### src/rtl/cau_pkg.sv
`default_nettype none

package cau_pkg;

  // Field and datapath widths
  localparam int FIELD_W    = 32;
  localparam int ACT_W      = 3;
  localparam int PROD_W     = 2 * FIELD_W;      // one exact product
  localparam int SUM_W      = PROD_W + 1;       // sum of two products, signed
  localparam int DIR_W      = FIELD_W + 1;      // add, subtract, negate
  localparam int QD_W       = FIELD_W + 1;      // widest quotient kept
  localparam int DIV_W      = PROD_W + QD_W;    // scaled dividend and shifted divisor
  localparam int SQRT_STEPS = PROD_W / 2;       // one root bit per step

  // Defaults for the top-level parameters
  localparam int DATA_WIDTH_DEF = 32;
  localparam int FRAC_BITS_DEF  = 16;

  typedef enum logic [ACT_W-1:0] {
    ACT_ADD  = 3'd0,
    ACT_SUB  = 3'd1,
    ACT_MUL  = 3'd2,
    ACT_DIV  = 3'd3,
    ACT_CONJ = 3'd4,
    ACT_NEG  = 3'd5,
    ACT_MAG2 = 3'd6,
    ACT_MAG  = 3'd7
  } action_t;

  // How the result of a transaction is finished
  typedef enum logic [1:0] {
    KIND_DIRECT = 2'd0,
    KIND_DIV    = 2'd1,
    KIND_SQRT   = 2'd2
  } kind_t;

  typedef struct packed {
    logic [FIELD_W-1:0] value;
    logic               sat;
  } sat_res_t;

  // Payload of the iterative divide / root stages
  typedef struct packed {
    kind_t                        kind;
    logic                         fir;
    logic                         dz;
    logic [FIELD_W-1:0]           fin_re;
    logic [FIELD_W-1:0]           fin_im;
    logic                         fin_sat;
    logic [1:0]                   neg;
    logic [1:0]                   ovf;
    logic [PROD_W-1:0]            den;
    logic [1:0][PROD_W-1:0]       rem;
    logic [1:0][QD_W-1:0]         qd;
    logic [PROD_W-1:0]            sq_v;
    logic [PROD_W-1:0]            sq_res;
  } iter_t;

endpackage

`default_nettype wire

### src/rtl/cau_step_stage.sv
`default_nettype none

// One pipeline stage: a restoring divide step on both lanes and one root bit
module cau_step_stage import cau_pkg::*; #(
  parameter int STEP = 0,
  parameter int QW   = QD_W
) (
  input  logic  clk,
  input  logic  rst_n,
  input  logic  up_valid,
  output logic  up_ready,
  input  iter_t up_data,
  output logic  down_valid,
  input  logic  down_ready,
  output iter_t down_data
);

  localparam bit DIV_ON   = STEP < QW;
  localparam bit SQ_ON    = STEP < SQRT_STEPS;
  localparam int SQ_SHIFT = SQ_ON ? (2 * SQRT_STEPS - 2 - 2 * STEP) : 0;
  localparam logic [PROD_W-1:0] SQ_BIT = PROD_W'(1) << SQ_SHIFT;

  logic               v_r;
  logic               en;
  iter_t              data_r;
  iter_t              data_nxt;
  logic [PROD_W:0]    rsh  [2];
  logic [PROD_W:0]    diff [2];
  logic [1:0]         ge;
  logic [PROD_W-1:0]  sq_t;
  logic               sq_ge;

  assign en       = !v_r || down_ready;
  assign up_ready = en;

  // divide and root step
  always_comb begin
    data_nxt = up_data;
    for (int l = 0; l < 2; l++) begin
      rsh[l]  = {up_data.rem[l], up_data.qd[l][QW-1]};
      diff[l] = rsh[l] - {1'b0, up_data.den};
      ge[l]   = rsh[l] >= {1'b0, up_data.den};
      if (DIV_ON) begin
        data_nxt.rem[l] = ge[l] ? diff[l][PROD_W-1:0] : rsh[l][PROD_W-1:0];
        data_nxt.qd[l]  = {up_data.qd[l][QD_W-2:0], ge[l]};
      end
    end
    sq_t  = up_data.sq_res + SQ_BIT;
    sq_ge = up_data.sq_v >= sq_t;
    if (SQ_ON) begin
      if (sq_ge) begin
        data_nxt.sq_v   = up_data.sq_v - sq_t;
        data_nxt.sq_res = (up_data.sq_res >> 1) + SQ_BIT;
      end else begin
        data_nxt.sq_res = up_data.sq_res >> 1;
      end
    end
  end

  always_ff @(posedge clk) begin
    if (!rst_n) begin
      v_r <= 1'b0;
    end else if (en) begin
      v_r <= up_valid;
    end
  end

  always_ff @(posedge clk) begin
    if (en && up_valid) begin
      data_r <= data_nxt;
    end
  end

  assign down_valid = v_r;
  assign down_data  = data_r;

endmodule

`default_nettype wire

### config.mk
export PLATFORM = sky130hd
export DESIGN_NAME = cau_step_stage
export DESIGN_NICKNAME = d
export VERILOG_FILES = /design/src/rtl/cau_pkg.sv /design/src/rtl/cau_step_stage.sv
export SDC_FILE = /design/constraint.sdc
export NUM_CORES = 1
export LEC_CHECK = 0
export BUFFER_PORTS_ARGS = -buffer_cell sky130_fd_sc_hd__buf_2
export CAP_MARGIN = 0
export CORE_AREA = 2 2 355 357
export DETAILED_ROUTE_END_ITERATION = 10
export DIE_AREA = 0 0 357 359
export GPL_ROUTABILITY_DRIVEN = 0
export PLACE_DENSITY = 0.4
export SLEW_MARGIN = 20
export SYNTH_ARGS = -nofsm -noshare
export SYNTH_HDL_FRONTEND = slang
export SYNTH_SLANG_ARGS = --single-unit
### constraint.sdc
create_clock -name clk -period 15.6 [get_ports clk]
set_input_delay 3.12 -clock clk [delete_from_list [all_inputs] [get_ports clk]]
set_output_delay 3.12 -clock clk [all_outputs]
set_load 0.05 [all_outputs]
==> key figures <==
Routing
  • M1 WL: 52,400 µm
  • Metal3 WL: 7940 µm
  • Met2 Wirelength: 59,600 µm
  • Vias/cell: 4.57
  • First drt pass iteration count: 5
  • DRC viols: 0
  • Initial DRC count: 1,540
  • Routed WL: 123,000 µm
  • Top layer reached by signal wires: met5
  • DR vias: 23,700
  • Routed wire per std cell: 23.8 µm
  • Final ANT Viol Nets: 0

Synthesis
  • Mapped Area: 0.0273 mm²
  • Mapped Avg Cell Area: 10.5 µm²
  • Synth Register Bits: 460
  • Sequential share of the synthesized area: 0.506
  • Asr flop ratio synth: 0
  • Yosys Warn Count: 0
  • Synth Net Count: 3,246
  • Syn Inst Count: 2,588
  • Top cell type's share of synthesized area: 0.505
  • Distinct cell type count after synthesis: 70
  • Number of synthesized flops with an enable pin: 459
  • Commonest cells in the netlist: edfxtp_1 (459), a21oi_1 (360), nor2_1 (250)
  • Most common cell in the netlist: edfxtp_1
  • Leading area contributor after synthesis: edfxtp_1
  • Top post-synthesis cells by area: edfxtp_1 (50%), ha_1 (8.8%), a21oi_1 (6.6%)
  • Ys flop type: edfxtp_1

Clock tree
  • Clock Tree Root: clkbuf_16
  • Clk Latency, worst-skew pair: 0.68 ns
  • Hold Buf Count CTS: 0
  • CTS tree: built
  • H-Tree Depth: 2
  • # resized after CTS: 0
  • Num CTS Buffers: 59
  • Post-CTS Setup Repair Bufs: 0
  • CTS clk-pin slew, worst paths: 0.06 ns
  • CTS Buffer Depth: 3
  • Clock Sinks: 460

STA
  • Post-route minimum period: 7.90 ns
  • Relative slew margins: 0.312
  • Min Hold Slack: 0.534 ns
  • Worst slew pin tran: 1.03 ns
  • Slew Limit Fails: 0
  • Worst Setup Slack, final: 7.70 ns
  • Final Hold Fails: 0
  • Final setup vio count: 0
  • Fmax: 0.127 GHz
  • Setup TNS: 0 ns
  • Period utilization: 0.506
  • RSZ-0062 raised after global routing: false
  • Clock skew: 0.0465 ns

Final layout
  • Finished Core Util: 0.286
  • Final non-filler cell total: 5,186
  • Nets: 4,129
  • Layout cells sized above 1: 0.308
  • P&R area growth vs syn: 30.7%

Floorplan
  • Std-Cell Rows: 130
  • Initial core utilization: 0.219
  • Die width: 357 µm
  • Core ar.: 0.125 mm²
  • Die height: 359 µm
  • DIE AREA: 0.128 mm²
  • I/O pins: 924

Setup path
  • Critical path's top delay family: compound AO/OA/AOI/OAI gates
  • Kind of critical path: input pin to flop
  • Top cell by count, worst path: buf_4
  • Buf/Inv on CP: 5
  • CP max stage delay: 0.65 ns
  • Crit path launch type: input pin
  • Crit-path max FO: 63
  • Cells along the critical path: buf_2 -> inv_1 -> ha_1 -> nand2_1 -> o21ai_1 -> nor3b_1 -> a211oi_1 -> buf_4 -> o21ai_2 -> a21oi_1 -> a31oi_1 -> nand3_1 -> o21a_1 -> o31ai_4 -> buf_4 -> buf_4 -> mux2_1
  • Worst setup EP type: flop
  • Worst EP required: 16.02 ns
  • CP max-delay cell: buf_4
  • Critical path arrival: 8.32 ns

Global route
  • Largest net degree at the start of global routing: 145
  • First-pass GRT wire length: 172,000 µm
  • Total track usage: 0.185
  • Initial antenna violation count: 51
  • Grt total ovfl: 0
  • Vias in the first global route: 23,600

Pwr
  • Max VDD drop: 96.5 µV
  • Leak: 15.4 nW
  • Pwr Density: 120 mW/mm²

Place
  • Placed cells: 5,060
  • DP Worst Slack: 7.04 ns
  • IO buf count: 923
  • DP HPWL: 102,000 µm

Flow run
  • Maxcap violations: 0

Status
  • Status: finished, final reports clean

Min path
  • Worst hold path type: flop to flop
## state kept, by name, summed over array words and instances, names as in the netlist
| register | cells |
|---|---|
| down_valid | 1 |
| down_data | 459 |
## worst min-delay path, stage by stage, from the launching register on
cell and delay, ns:
dfxtp_1 0.30, nand2b_1 0.10, a21boi_0 0.08
## layout make-up
type	count	area, µm²
clock buffer	66	1520
fill	13400	88900
clock inverter	46	499
timing repair buffer	938	4740
tap	1650	2060
multi-input combinational	1836	12300
sequential	460	13800
antenna	14	35.0
inverter	176	661
## final timing paths
path                           start                       end  slack (ns)  cells after the start
min reg2reg  down_valid$_SDFFE_PN0N_   down_valid$_SDFFE_PN0N_        0.53                      2
max                     up_data[329]  down_data[228]$_DFFE_PP_        7.70                     17
min          down_valid$_SDFFE_PN0N_   down_valid$_SDFFE_PN0N_        0.53                      2
max reg2reg  down_valid$_SDFFE_PN0N_  down_data[449]$_DFFE_PP_       12.44                      4
## cell usage in the layout, fill, tap and decap left out, types with 8 or more instances in the layout
cell,n
clkinv_1,12
o21ai_0,111
clkbuf_16,60
clkinv_2,9
a31oi_1,21
edfxtp_1,459
o21bai_1,33
bufinv_16,8
a21boi_0,9
ha_1,192
nand2_1,130
and2_1,11
o211ai_1,14
inv_1,176
xnor2_1,112
buf_4,14
nand4_1,63
and3_1,16
a211oi_1,23
nor3_1,27
or3_1,11
nand3_1,32
a21o_1,115
diode_2,14
o21a_1,26
o31ai_1,14
mux2_1,11
buf_2,923
a211o_1,9
nand2b_1,23
nor4_1,9
mux2_2,34
nor2b_1,22
nor2_1,250
a21oi_1,360
xor2_1,70
## cells by family (layout without fill, tap and decap cells)
family          after synthesis  after routing  share of synthesized area
compound gates              799            799                      0.180
simple gates                613            613                      0.104
flops                       460            460                      0.506
other cells                   0             14                          0
mux                          47             47                     0.0193
fa+ha+maj                   195            195                     0.0902
buf+inv                     292           1226                     0.0430
xor+xnor                    182            182                     0.0584
## metal layers
layer | track usage | up-vias
met5 | 0 | -
met4 | 0.0536 | 16
met3 | 0.0401 | 176
met2 | 0.315 | 841
met1 | 0.232 | 11300
li1 | - | 11300
## through the flow
stage	cell area (µm²)	power [mW]
floorplan	27300	2.49
global placement	33600	2.88
detailed placement	33600	2.88
CTS	35600	4.36
global route	35700	4.50
finish	35700	4.29
## power breakdown
part | switching, mW | internal [mW] | leakage, nW
Sequential | 0.0332 | 1.51 | 4.43
Clock | 0.608 | 0.839 | 0.966
Combinational | 0.928 | 0.372 | 10.0
Note: power is estimated with default switching activity, not from simulation.
